File: src/hdl/dpc_pkg.sv
// Shared types and constants for the detection to position covariance block.
// Used by every module of the block; depends on nothing else.
`timescale 1ns / 1ps
package dpc_pkg;

  localparam int ROOT_STAGES = 32;
  localparam int DIV_STAGES  = 32;
  localparam int QDEPTH      = 2;
  localparam int QPTR_W      = $clog2(QDEPTH);
  localparam int QCNT_W      = $clog2(QDEPTH + 1);

  // Configuration register indexes.
  typedef enum logic [0:0] {
    CFG_VERT = 1'b0,
    CFG_HORZ = 1'b1
  } dpc_cfg_e;

  localparam logic [15:0] COEFF_RESET = 16'd4096;
  localparam logic [47:0] COV_ONE     = 48'd65536;

  // Row and column of each covariance element xx, xy, xz, yy, yz, zz.
  localparam int unsigned CI [6] = '{0, 0, 0, 1, 1, 2};
  localparam int unsigned CJ [6] = '{0, 1, 2, 1, 2, 2};

  // Data that travels alongside a request through the pipeline.
  typedef struct packed {
    logic             direct;
    logic             zero;
    logic [2:0][31:0] pt;
    logic [2:0][15:0] dmag;
    logic [2:0]       dneg;
    logic [31:0]      range;
  } dpc_side_t;

  typedef struct packed {
    dpc_side_t   side;
    logic [31:0] n2;
  } dpc_item_t;

  typedef struct packed {
    dpc_side_t   side;
    logic [31:0] s;
  } dpc_root_t;

  typedef struct packed {
    dpc_side_t        side;
    logic [2:0][30:0] umag;
  } dpc_unit_t;

  typedef struct packed {
    logic [2:0][31:0] pos;
    logic [5:0][47:0] cov;
    logic             zero;
  } dpc_result_t;

endpackage

File: src/hdl/dpc_queue.sv
// Short request queue between the front end and the arithmetic pipeline.
// Depends on dpc_pkg.
`timescale 1ns / 1ps
module dpc_queue (
  input  logic               clk_i,
  input  logic               rst_ni,
  input  logic               push_i,
  input  dpc_pkg::dpc_item_t item_i,
  output logic               full_o,
  input  logic               pop_i,
  output logic               empty_o,
  output dpc_pkg::dpc_item_t item_o
);
  import dpc_pkg::*;

  dpc_item_t           mem_q [QDEPTH];
  logic [QPTR_W-1:0]   wr_q, rd_q;
  logic [QCNT_W-1:0]   cnt_q;

  assign full_o  = (cnt_q == QCNT_W'(QDEPTH));
  assign empty_o = (cnt_q == '0);
  assign item_o  = mem_q[rd_q];

  // Pointers and fill level.
  always_ff @(posedge clk_i or negedge rst_ni) begin
    if (!rst_ni) begin
      wr_q  <= '0;
      rd_q  <= '0;
      cnt_q <= '0;
    end else begin
      if (push_i) begin
        wr_q <= (wr_q == QPTR_W'(QDEPTH - 1)) ? '0 : wr_q + 1'b1;
      end
      if (pop_i) begin
        rd_q <= (rd_q == QPTR_W'(QDEPTH - 1)) ? '0 : rd_q + 1'b1;
      end
      if (push_i && !pop_i) begin
        cnt_q <= cnt_q + 1'b1;
      end else if (pop_i && !push_i) begin
        cnt_q <= cnt_q - 1'b1;
      end
    end
  end

  always_ff @(posedge clk_i) begin
    if (push_i) begin
      mem_q[wr_q] <= item_i;
    end
  end

endmodule

File: config.mk
export PLATFORM = sky130hd
export DESIGN_NAME = dpc_queue
export DESIGN_NICKNAME = d
export VERILOG_FILES = /design/src/hdl/dpc_pkg.sv /design/src/hdl/dpc_queue.sv
export SDC_FILE = /design/constraint.sdc
export NUM_CORES = 1
export LEC_CHECK = 0
export BUFFER_PORTS_ARGS = -buffer_cell sky130_fd_sc_hd__buf_2
export CAP_MARGIN = 15
export CORE_MARGIN = 1.5
export CORE_UTILIZATION = 59
export CTS_BUF_LIST = sky130_fd_sc_hd__clkbuf_8
export DETAILED_ROUTE_END_ITERATION = 8
export GPL_ROUTABILITY_DRIVEN = 0
export PLACE_DENSITY = 0.88
export SETUP_SLACK_MARGIN = 0.1
export SLEW_MARGIN = 10
export SYNTH_ARGS = -nofsm -noshare
export SYNTH_HDL_FRONTEND = slang
export SYNTH_SLANG_ARGS = --single-unit
File: constraint.sdc
create_clock -name clk_i -period 27.9 [get_ports clk_i]
set_input_delay 8.37 -clock clk_i [delete_from_list [all_inputs] [get_ports clk_i]]
set_output_delay 8.37 -clock clk_i [all_outputs]
set_load 0.05 [all_outputs]
### Yosys cells after proc, flatten, opt, wreduce, memory -nomap -nowiden

Memories as Yosys holds them, arrays and structs flattened.
Cells that the tools add are included.

* register bits: 4
* bits in writable memories: 426
* bits of input ports: 217
* output and inout port bits: 215
* memories: 1

Memory list
* mem_q: depth 2, width 213, read ports 1, clocked after Yosys merged registers in 0, wr ports 1, RTL line dpc_queue.sv:16 `dpc_item_t mem_q [QDEPTH];`

* add/subtract/negate cells: 4
* equal/unequal tests: 1
* muxes and demuxes: 6
* reductions and logical operators: 6

Operators by type and width (number)
* $mux W1: 4
* $mux W2: 2
* $add A1 B1 Y1 const B: 2
* $add A2 B1 Y2 const B: 1
* $eq A2 B2 Y1 const B: 1
* $logic_and A1 B1 Y1: 2
* $logic_not A1 Y1: 2
* $logic_not A2 Y1: 1
* $reduce_bool A2 Y1: 1
* $sub A2 B1 Y2 const B: 1

### Logic depth before layout (Yosys ltp)

* word-level depth: 4
* gate-level depth with buffers: 5
* mapped depth without buffers: 5

### Worst setup path before layout

No wires, ideal clock.

* path type: input -> register
* start point: in push_i
* end point: mem mem_q[0][0] (netlist name), enable pin
* data arrival time: 17549 ps
* slack: 9536 ps
* stages: 1
* cell sequence: nor2b_1

* longest elaborated chain between the ends: 2

Ends and longest elaborated chain
* from (decl): RTL line dpc_queue.sv:7 `input logic push_i,`
* $mux W1: RTL line dpc_queue.sv:46 `if (push_i) begin`
* $mux W1 (implied by the code): RTL line dpc_queue.sv:47 `mem_q[wr_q] <= item_i;`
* to (decl): RTL line dpc_queue.sv:16

No other way between the ends.

==> summary.md <==
| Metric | Value |
|---|---|
| Core area | about 0.027 mm² |
| Seq cells post-synth | between 400 and 500 |
| Pwr/cell area | between 100 and 150 mW/mm² |
| Final Hold Fails | 0 |
| IO Count | roughly 430 |
| Most frequent cells in the layout | buf_2, edfxtp_1, mux2_4 |
| Chip height | 168.8 µm |
| Int Pwr | 1420 µW |
| Worst slew margin | 0.2343 |
| CTS Buf Count | 68 |
| Area of the multi-input gates | around 0.0031 mm² |
| Die W | between 150 and 200 µm |
| Routed wire per std cell | ~22 µm |
| Mapped Area | ~0.016 mm² |
| Via density per instance | ~5.3 |
| Remaining antenna violation count | 0 |
| Crit end category | output port |
| First-pass DRT Iterations | 5 |
| HP Class | reg2reg |
| Pleak | 0.008033 µW |
| Clk pin slew, worst setup/hold paths | 0.05 ns |
| Combinational Power Share | 0.428 |
| Critical path type | reg2out |
| Most common cell after layout, fill and taps aside | buf_2 |
| CP arrival | about 3.8 ns |
| Vias post-DR | about 8000 |
| WP data required | 19.53 ns |
| Hold-fix buffers, CTS | 0 |
| Slew Limit Fails | 0 |
| Setup bufs post-CTS | 0 |
| Global-route wire length before repair | 48620 µm |
| Number of global-route vias before repair | ~8500 |
| Setup crit start kind | flip-flop |
| Core Rows | 60 |
| CTS sink cnt | 430 |
| Area delta synth->final | 22.44% |
| Initial Util | 0.6017 |
| Layout fillers | about 1500 |
| Post-Syn Nets | ~900 |
| Syn Area/Cell | roughly 24 µm² |
| Die area | about 0.028 mm² |
| Initial antenna violation count | 12 |
| CTS Buffer Depth | 3 |
| Yosys warnings | 0 |
| Initial DRC count | approximately 640 |
| DP Wirelength | between 20000 and 25000 µm |
| Outcome | complete, no violations |
| CTS H-tree depth | 3 |
| Maximum number of pins on one net before global-route repair | 77 |
| Clk_skew | approximately 0.026 ns |
| CTS resizes | 0 |
| Total wire length | approximately 34000 µm |
| Worst-margin pin slew | roughly 1.1 ns |
| RSZ-0062 raised after global routing | no |
| Final setup TNS | 0 ns |
| Post-DP Area | approximately 0.019 mm² |
| VDD IR max | around 0.11 mV |
| Nets | 1382 |
| Root Driver | clkbuf_8 |
| PortBufs | 431 |
| Fmax | about 83 MHz |
| Mapped Cells | around 680 |
| Clk pwr share | 0.197 |
| Tmin final | 12.12 ns |
| Final setup viols | 0 |
| Overall Global Routing Usage | 0.2316 |
| Sw power | 988.2 µW |
| Max cap viols | 0 |
| Distinct cells, synth | 13 |
| Seq/Total Area, Yosys | 0.7950 |
| Period utilization | 0.4344 |
| Global route overflow | 0 |
| Reg power frac | 0.375 |
| Sw Ratio | 0.4104 |
| Design Area, Final | 0.01986 mm² |
| Register area | 0.01290 mm² |
| Share of layout cells above drive strength 1 | 0.6074 |
| Clock Latency Late Sink | between 0.5 and 0.6 ns |
| CTS tree | built |
| DRC | 0 |
| Critical path fanouts, max | 62 |
## cells in the mapped netlist (all sizes together)
cell / number / area [µm²]
edfxtp: 426 / 12790
ha: 1 / 12.51
and2: 1 / 6.260
mux2: 213 / 2999
nor2: 2 / 7.510
inv: 1 / 3.750
xor2: 4 / 35.03
buf: 24 / 239.0
xnor2: 1 / 8.760
nor2b: 2 / 12.51
dfrtp: 4 / 100.1
## critical path, stage by stage (launching register included)
cell	delay, ns
dfrtp_4	0.66
buf_4	0.90
buf_4	0.93
mux2_4	0.37
buf_2	0.22
## flip-flops by register name, summed over array words and instances (netlist names)
signal / cells
mem_q: 426
wr_q: 1
cnt_q: 2
rd_q: 1
## per-stage QoR
step                      cells  hold slack (ns)    util  total power [µW]  setup WS (ns)
final                      1560           0.5106  0.7367              2408          15.78
after CTS                  1551           0.5158  0.7359              2427          15.75
after global routing       1558           0.5507  0.7365              2490          15.62
after detailed placement   1435           0.4960  0.6915              1950          16.35
after floorplan             679           0.4555       -              1794          9.536
after global placement     1435           0.4753  0.6915              1928          16.42
## area by class of cell
type                    count  area share
clock inverters            48     0.01317
multi-input cells         224      0.1557
well taps                 341     0.02149
diodes                      9    0.001134
clock buffers              68     0.04714
repair buffers            439      0.1117
flip-flops and latches    430      0.6495
inverters                   1   0.0001890
## routing by layer
metal | wire [µm] | global-route usage | vias up
met5 | 39 | 0 | -
met4 | 1047 | 0.1083 | 6
met3 | 3034 | 0.07739 | 85
met2 | 17740 | 0.4053 | 430
met1 | 11910 | 0.2557 | 3990
li1 | - | - | 3702
## kinds of logic after synthesis
logic type / after synthesis / share of synthesized area
xor+xnor: 5 / 0.002700
buf+inv: 25 / 0.01497
mux: 213 / 0.1849
simple gates: 5 / 0.001621
flops: 430 / 0.7950
fa+ha+maj: 1 / 0.0007714
## path summary, 6_finish.rpt
| kind | start | endpoint | slack [ns] | cells past startpoint |
|---|---|---|---|---|
| max | rd_q | item_o[166] | 15.78 | 4 |
| min | cnt_q[1] | cnt_q[1] | 0.51 | 1 |
| max reg2reg | wr_q | mem_q[0][168] | 25.26 | 3 |
| min reg2reg | cnt_q[1] | cnt_q[1] | 0.51 | 1 |
| max in group asynchronous | rst_ni | rd_q | 20.13 | 1 |
| min in group asynchronous | rst_ni | cnt_q[0] | 7.63 | 1 |
## power by group through the flow
stage / registers [µW] / clock network [µW] / logic (µW)
floorplan: 930 / 0 / 864
global placement: 907 / 0 / 1020
detailed placement: 916 / 0 / 1030
CTS: 903 / 486 / 1040
global route: 912 / 510 / 1070
finish: 902 / 474 / 1030
(Power assumes the default switching activity.)
