===== src/hdl/dpc_pkg.sv =====
// Shared types and constants for the detection to position covariance block.
// Used by every module of the block; depends on nothing else.
`timescale 1ns / 1ps
package dpc_pkg;

  localparam int ROOT_STAGES = 32;
  localparam int DIV_STAGES  = 32;
  localparam int QDEPTH      = 2;
  localparam int QPTR_W      = $clog2(QDEPTH);
  localparam int QCNT_W      = $clog2(QDEPTH + 1);

  // Configuration register indexes.
  typedef enum logic [0:0] {
    CFG_VERT = 1'b0,
    CFG_HORZ = 1'b1
  } dpc_cfg_e;

  localparam logic [15:0] COEFF_RESET = 16'd4096;
  localparam logic [47:0] COV_ONE     = 48'd65536;

  // Row and column of each covariance element xx, xy, xz, yy, yz, zz.
  localparam int unsigned CI [6] = '{0, 0, 0, 1, 1, 2};
  localparam int unsigned CJ [6] = '{0, 1, 2, 1, 2, 2};

  // Data that travels alongside a request through the pipeline.
  typedef struct packed {
    logic             direct;
    logic             zero;
    logic [2:0][31:0] pt;
    logic [2:0][15:0] dmag;
    logic [2:0]       dneg;
    logic [31:0]      range;
  } dpc_side_t;

  typedef struct packed {
    dpc_side_t   side;
    logic [31:0] n2;
  } dpc_item_t;

  typedef struct packed {
    dpc_side_t   side;
    logic [31:0] s;
  } dpc_root_t;

  typedef struct packed {
    dpc_side_t        side;
    logic [2:0][30:0] umag;
  } dpc_unit_t;

  typedef struct packed {
    logic [2:0][31:0] pos;
    logic [5:0][47:0] cov;
    logic             zero;
  } dpc_result_t;

endpackage


===== src/hdl/dpc_front.sv =====
// Front end: takes detection requests, forms direction magnitudes and |d|^2.
// Depends on dpc_pkg.
`timescale 1ns / 1ps
module dpc_front (
  input  logic                clk_i,
  input  logic                rst_ni,
  input  logic                in_valid_i,
  output logic                in_stall_o,
  input  logic                req_type_i,
  input  logic signed [31:0]  point_x_i,
  input  logic signed [31:0]  point_y_i,
  input  logic signed [31:0]  point_z_i,
  input  logic signed [15:0]  dir_x_i,
  input  logic signed [15:0]  dir_y_i,
  input  logic signed [15:0]  dir_z_i,
  input  logic [31:0]         range_m_i,
  input  logic                full_i,
  output logic                push_o,
  output dpc_pkg::dpc_item_t  item_o
);
  import dpc_pkg::*;

  logic       valid_q;
  dpc_side_t  side_q, side_d;
  logic [2:0][15:0] dir_in;
  logic [33:0] n2_sum;
  logic        accept;

  assign accept     = in_valid_i && !in_stall_o;
  assign in_stall_o = valid_q && full_i;
  assign push_o     = valid_q && !full_i;

  // Split the direction into sign and magnitude on the way in.
  assign dir_in = {dir_z_i, dir_y_i, dir_x_i};
  always_comb begin
    side_d        = '0;
    side_d.direct = req_type_i;
    side_d.pt     = {point_z_i, point_y_i, point_x_i};
    side_d.range  = range_m_i;
    for (int i = 0; i < 3; i++) begin
      side_d.dneg[i] = dir_in[i][15];
      side_d.dmag[i] = dir_in[i][15] ? 16'(-dir_in[i]) : dir_in[i];
    end
  end

  always_ff @(posedge clk_i or negedge rst_ni) begin
    if (!rst_ni) begin
      valid_q <= 1'b0;
    end else if (accept) begin
      valid_q <= 1'b1;
    end else if (push_o) begin
      valid_q <= 1'b0;
    end
  end

  always_ff @(posedge clk_i) begin
    if (accept) begin
      side_q <= side_d;
    end
  end

  // Squared length of the direction; an all-zero direction is flagged here unless the request is direct.
  assign n2_sum = 34'(side_q.dmag[0] * side_q.dmag[0]) + 34'(side_q.dmag[1] * side_q.dmag[1])
                + 34'(side_q.dmag[2] * side_q.dmag[2]);

  always_comb begin
    item_o           = '0;
    item_o.side      = side_q;
    item_o.n2        = n2_sum[31:0];
    item_o.side.zero = !side_q.direct && (n2_sum == '0);
  end

endmodule


===== config.mk =====
export PLATFORM = sky130hd
export DESIGN_NAME = dpc_front
export DESIGN_NICKNAME = d
export VERILOG_FILES = /design/src/hdl/dpc_pkg.sv /design/src/hdl/dpc_front.sv
export SDC_FILE = /design/constraint.sdc
export NUM_CORES = 2
export LEC_CHECK = 0
export BUFFER_PORTS_ARGS = -buffer_cell sky130_fd_sc_hd__clkbuf_2
export CAP_MARGIN = 20
export CORE_ASPECT_RATIO = 0.75
export CORE_UTILIZATION = 55
export DETAILED_ROUTE_END_ITERATION = 6
export HOLD_SLACK_MARGIN = 0.06
export PLACE_DENSITY = 0.82
export SYNTH_ARGS = -nofsm -noshare
export SYNTH_HDL_FRONTEND = slang
export SYNTH_SLANG_ARGS = --single-unit

===== constraint.sdc =====
create_clock -name clk_i -period 12.67 [get_ports clk_i]
set_input_delay 0 -clock clk_i [delete_from_list [all_inputs] [get_ports clk_i]]
set_output_delay 0 -clock clk_i [all_outputs]
set_load 0.03 [all_outputs]

Yosys cells after proc, flatten, opt, wreduce, memory -nomap -nowiden --
Cells that the tools add are included.
Storage, ports and cells: bits in registers 181, input port bits 181, output and inout bits 215
Operators by class: $add $sub $neg 5, multipliers 3, multiplexer cells 5, reductions and logical operators 9
Operators by type and width (number):
- $mul 16x16->32 | 3
- $neg 16->16 | 3
- $mux 15 | 3
- $add 33x32->34 | 1
- $logic_not 34->1 | 1
- $add 32x32->33 | 1
- $logic_and 1x1->1 | 4
- $logic_not 1->1 | 3
- $mux 1 | 2
- $reduce_bool 2->1 | 1

Depth between registers and ports, before layout --
depth in word-level cells 5, gate-level depth with buffers 31, mapped depth without buffers 30

Least setup slack after synthesis --
OpenSTA, ideal clock, no wires.
kind register to register, start register valid_q, end register side_q, in the netlist item_o[100], enable pin, library setup time 740 ps, arrival time 8521 ps, required time 11930 ps, slack 3409 ps, stages on the path, launching flop included 3, path buffers 0, clock period less this slack 9261 ps, cells stage by stage dfrtp_1 > and2_1 > nor2b_1
On the way: cells in the longest elaborated chain, start to end 3
RTL lines:
- from (decl) | line dpc_front.sv:23 | logic valid_q;
- from (signal assigned) | line dpc_front.sv:48 | valid_q <= 1'b0;
- from (signal assigned) | line dpc_front.sv:50 | valid_q <= 1'b1;
- from (signal assigned) | line dpc_front.sv:52 | valid_q <= 1'b0;
- $logic_and 1x1->1 | line dpc_front.sv:30 | assign in_stall_o = valid_q && full_i;
- net in_stall_o | line dpc_front.sv:8 | output logic in_stall_o,
- $logic_not 1->1 | line dpc_front.sv:29 | assign accept = in_valid_i && !in_stall_o;
- $logic_and 1x1->1 | line dpc_front.sv:29
- net accept | line dpc_front.sv:27 | logic accept;
- to (signal assigned) | line dpc_front.sv:58 | side_q <= side_d;
- to (decl) | line dpc_front.sv:24 | dpc_side_t side_q, side_d;
The timed path passes the listed nets, and every way through them passes these cells. A chain may end at the register's enable or synchronous reset.

==> flow_metrics.py <==
metrics = {
    "floorplanning": {
        "die_area_sq_um": 53600,
        "io_pins": 396,
        "core_sq_um": 51800,
        "die_w_microns": 267,
        "initial_core_util_pct": 55.9,
        "die-height_microns": 201,
        "rows": 72,
    },
    "yosys": {
        "syn_area_sq_um": 29000,
        "synth-edff-count": 180,
        "synth_ff_type": "edfxtp_1",
        "synth-async-reset-ratio_pct": 0.552,
        "synthCells": 2731,
        "ys_warn_count": 0,
        "ys_ff_latch": 181,
        "synth_cell_types": 72,
        "syn_nets": 3795,
        "yosysSeqAreaShare_pct": 18.7,
        "syn_area_per_cell_sq_um": 10.6,
    },
    "critical_path": {
        "critPathLaunch": "item_o[79]$_DFFE_PP_",
        "worstSetupEndpoint": "item_o[211]",
        "cp-end-kind": "primary output",
        "worstPathArrival_ns": 9.42,
        "cp_slowest_cell": "edfxtp_1",
        "cp_common_cell": "fa_1",
        "reg2reg_from": "valid_q$_DFFE_PN0P_",
        "cp_max_fo": 17,
        "crit_family": "adder cells",
        "crit_path_max_incr_delay_ns": 0.80,
        "worst_setup_path_start_kind": "register",
        "worstPathCellList": "inv_1 > nor2_1 > fa_1 > fa_1 > fa_1 > inv_1 > fa_1 > fa_1 > inv_1 > fa_1 > fa_1 > fa_1 > fa_1 > ha_1 > a21oi_1 > o21ai_1 > a211oi_1 > nand2_1 > a31oi_2 > nor2_1 > a2111oi_0 > and2b_2 > nor4_2 > clkbuf_2",
        "r2r_end": "item_o[89]$_DFFE_PP_",
        "ff2ff_path_depth": 4,
        "worst-path-stages": 24,
        "reg2reg_slack_ns": 10.01,
        "crit_required_ns": 12.67,
        "critical_path_class": "reg2out",
        "crit_buf_inv": 4,
    },
    "timing": {
        "setup_viol": 0,
        "rsz0062_at_grt": "false",
        "setup_tns_ns": 0,
        "tightest_slew_ns": 1.08,
        "max_freq_mhz": 106,
        "slew_viol_final": 0,
        "fin_skew_ns": 0.0121,
        "fin_crit_ns": 9.42,
        "maxSlewHeadroom_pct": 27.0,
        "finalCritPeriodShare_pct": 74.4,
        "hold_violations": 0,
    },
    "clocking": {
        "cts-buffers-inserted": 17,
        "cts_htree_levels": 4,
        "cts.clk_slew.worst_paths_ns": 0.08,
        "cts_tree": "done",
        "clock-root-buffer": "clkbuf_16",
        "clock_path_buffers": 2,
        "clk_latency_ns": 0.47,
        "cts.sinks": 181,
        "cts_resized": 0,
    },
    "grt": {
        "grt_max_degree": 80,
        "gr-usage-met3_pct": 6.28,
        "grt_use_total_pct": 29.7,
        "grt_pass1_vias": 23310,
        "antenna_found_initial": 3,
        "grt_pass1_wl_microns": 121000,
        "grtUsageMet1_pct": 37.5,
        "busiest_layer": "met2",
        "grt_overflow_total": 0,
        "met2_usage_pct": 50.4,
    },
    "placement": {
        "hpwlAfterDp_microns": 59300,
        "port_buffers": 395,
        "gp_congestion": 0.986,
    },
    "layout": {
        "seqCellArea_sq_um": 5430,
        "final_common_cell": "inv_1",
        "drive_above_1_share_pct": 13.9,
        "num-nets-final": 4349,
        "fillers": 3833,
        "antennaDiodeCount": 0,
        "final_cell_mix": "inv_1 (829), fa_1 (614), clkbuf_2 (395), ha_1 (269), nand2_1 (224)",
        "multiInputGateArea_sq_um": 20200,
        "areaGrowthSynthToFinish_pct": 17.9,
        "fin_util_pct": 66.0,
    },
    "detailed_routing": {
        "vias": 20854,
        "drc": 0,
        "drtIter0Drc": 1610,
        "via_per_inst": 5.21,
        "antenna_left": 0,
        "first_pass_iters": 5,
        "drt_wl_total_microns": 74300,
        "routedWlPerCell_microns": 18.6,
    },
    "job": {
        "maxCapViolCount": 0,
    },
    "run_status": {
        "outcome": "complete, no violations",
    },
    "worst_hold_path": {
        "min_path_type": "in2reg",
    },
}
==> state kept, by name, indices dropped and copies added (netlist names) <==
register and cells:
valid_q 1, item_o 180
==> worst register-to-register path, stage by stage (launching register included) <==
cell and delay, ns:
dfrtp_1 0.38, and2_1 0.21, nor2b_4 0.12, buf_4 0.59, buf_4 0.92
==> worst min-delay path by stage <==
stage | cells past startpoint | from | slack [ns] | to
finish | 3 | dir_z_i[1] | 0.16 | item_o[102]$_DFFE_PP_
global route | 3 | dir_z_i[1] | 0.18 | item_o[102]$_DFFE_PP_
CTS | 3 | dir_z_i[1] | 0.08 | item_o[102]$_DFFE_PP_
detailed placement | 1 | rst_ni | -0.22 | valid_q$_DFFE_PN0P_
global placement | 1 | rst_ni | -0.22 | valid_q$_DFFE_PN0P_
floorplan | 0 | rst_ni | -0.30 | valid_q$_DFFE_PN0P_
==> cell families after synthesis <==
family | synth area share [%]
multiplexers | 0.216
flip-flops | 18.7
AND/OR/NAND/NOR | 9.90
buffers and inverters | 11.6
adder cells (fa/ha/maj) | 54.0
AO/OA/AOI/OAI | 3.24
XOR/XNOR | 2.30
==> layer usage <==
layer  vias up  routed length [microns]  part of all wire (%)
met5         -                        0                     0
met4         0                     2710                   3.7
met3       195                     5970                   8.0
met2       906                    37900                    51
met1     10551                    27800                    37
li1       9202                        -                     -
==> layout make-up <==
| cell class | instances | share of cell area (%) |
|---|---|---|
| Clock inverter | 14 | 0.417 |
| Tap cell | 703 | 2.57 |
| Clock buffer | 18 | 1.26 |
| Multi-Input combinational cell | 1660 | 59.1 |
| Sequential cell | 181 | 15.9 |
| Inverter | 830 | 9.12 |
| Timing Repair Buffer | 595 | 11.6 |
==> Yosys cell counts (6+ instances only) <==
cell type / number / area [sq um]
inv_1: 829 / 3110
fa_1: 614 / 12300
ha_1: 269 / 3370
nand2_1: 224 / 841
and2_1: 190 / 1190
edfxtp_1: 180 / 5410
xnor2_1: 60 / 526
clkbuf_1: 57 / 214
nor2_1: 41 / 154
a21oi_1: 40 / 200
o21ai_0: 33 / 165
xor2_1: 16 / 140
nand3_1: 15 / 75.1
nor2b_1: 15 / 93.8
or3_1: 13 / 81.3
a21o_1: 12 / 90.1
nor3_1: 11 / 55.1
o31ai_1: 11 / 82.6
o211ai_1: 6 / 45.0
==> metrics by stage <==
step | cell area [sq um] | cells | hold WS, ns | worst slack (ns)
finish | 34200 | 4001 | 0.159 | 3.25
floorplan | 29000 | 2731 | -0.296 | 3.41
global route | 34200 | 4001 | 0.178 | 2.66
global placement | 31600 | 3774 | -0.221 | 3.95
CTS | 34200 | 4001 | 0.0845 | 3.27
detailed placement | 31600 | 3774 | -0.221 | 3.79
==> timing repair <==
item | in CTS | in global routing
hold buffers | 195 | 0
hold endpoints to repair | 181 | 0
buffers inserted | 0 | 0
Power is left out: the tool's default activity adds up to more than one toggle a clock period on the data nets, which glitch-free logic cannot reach.
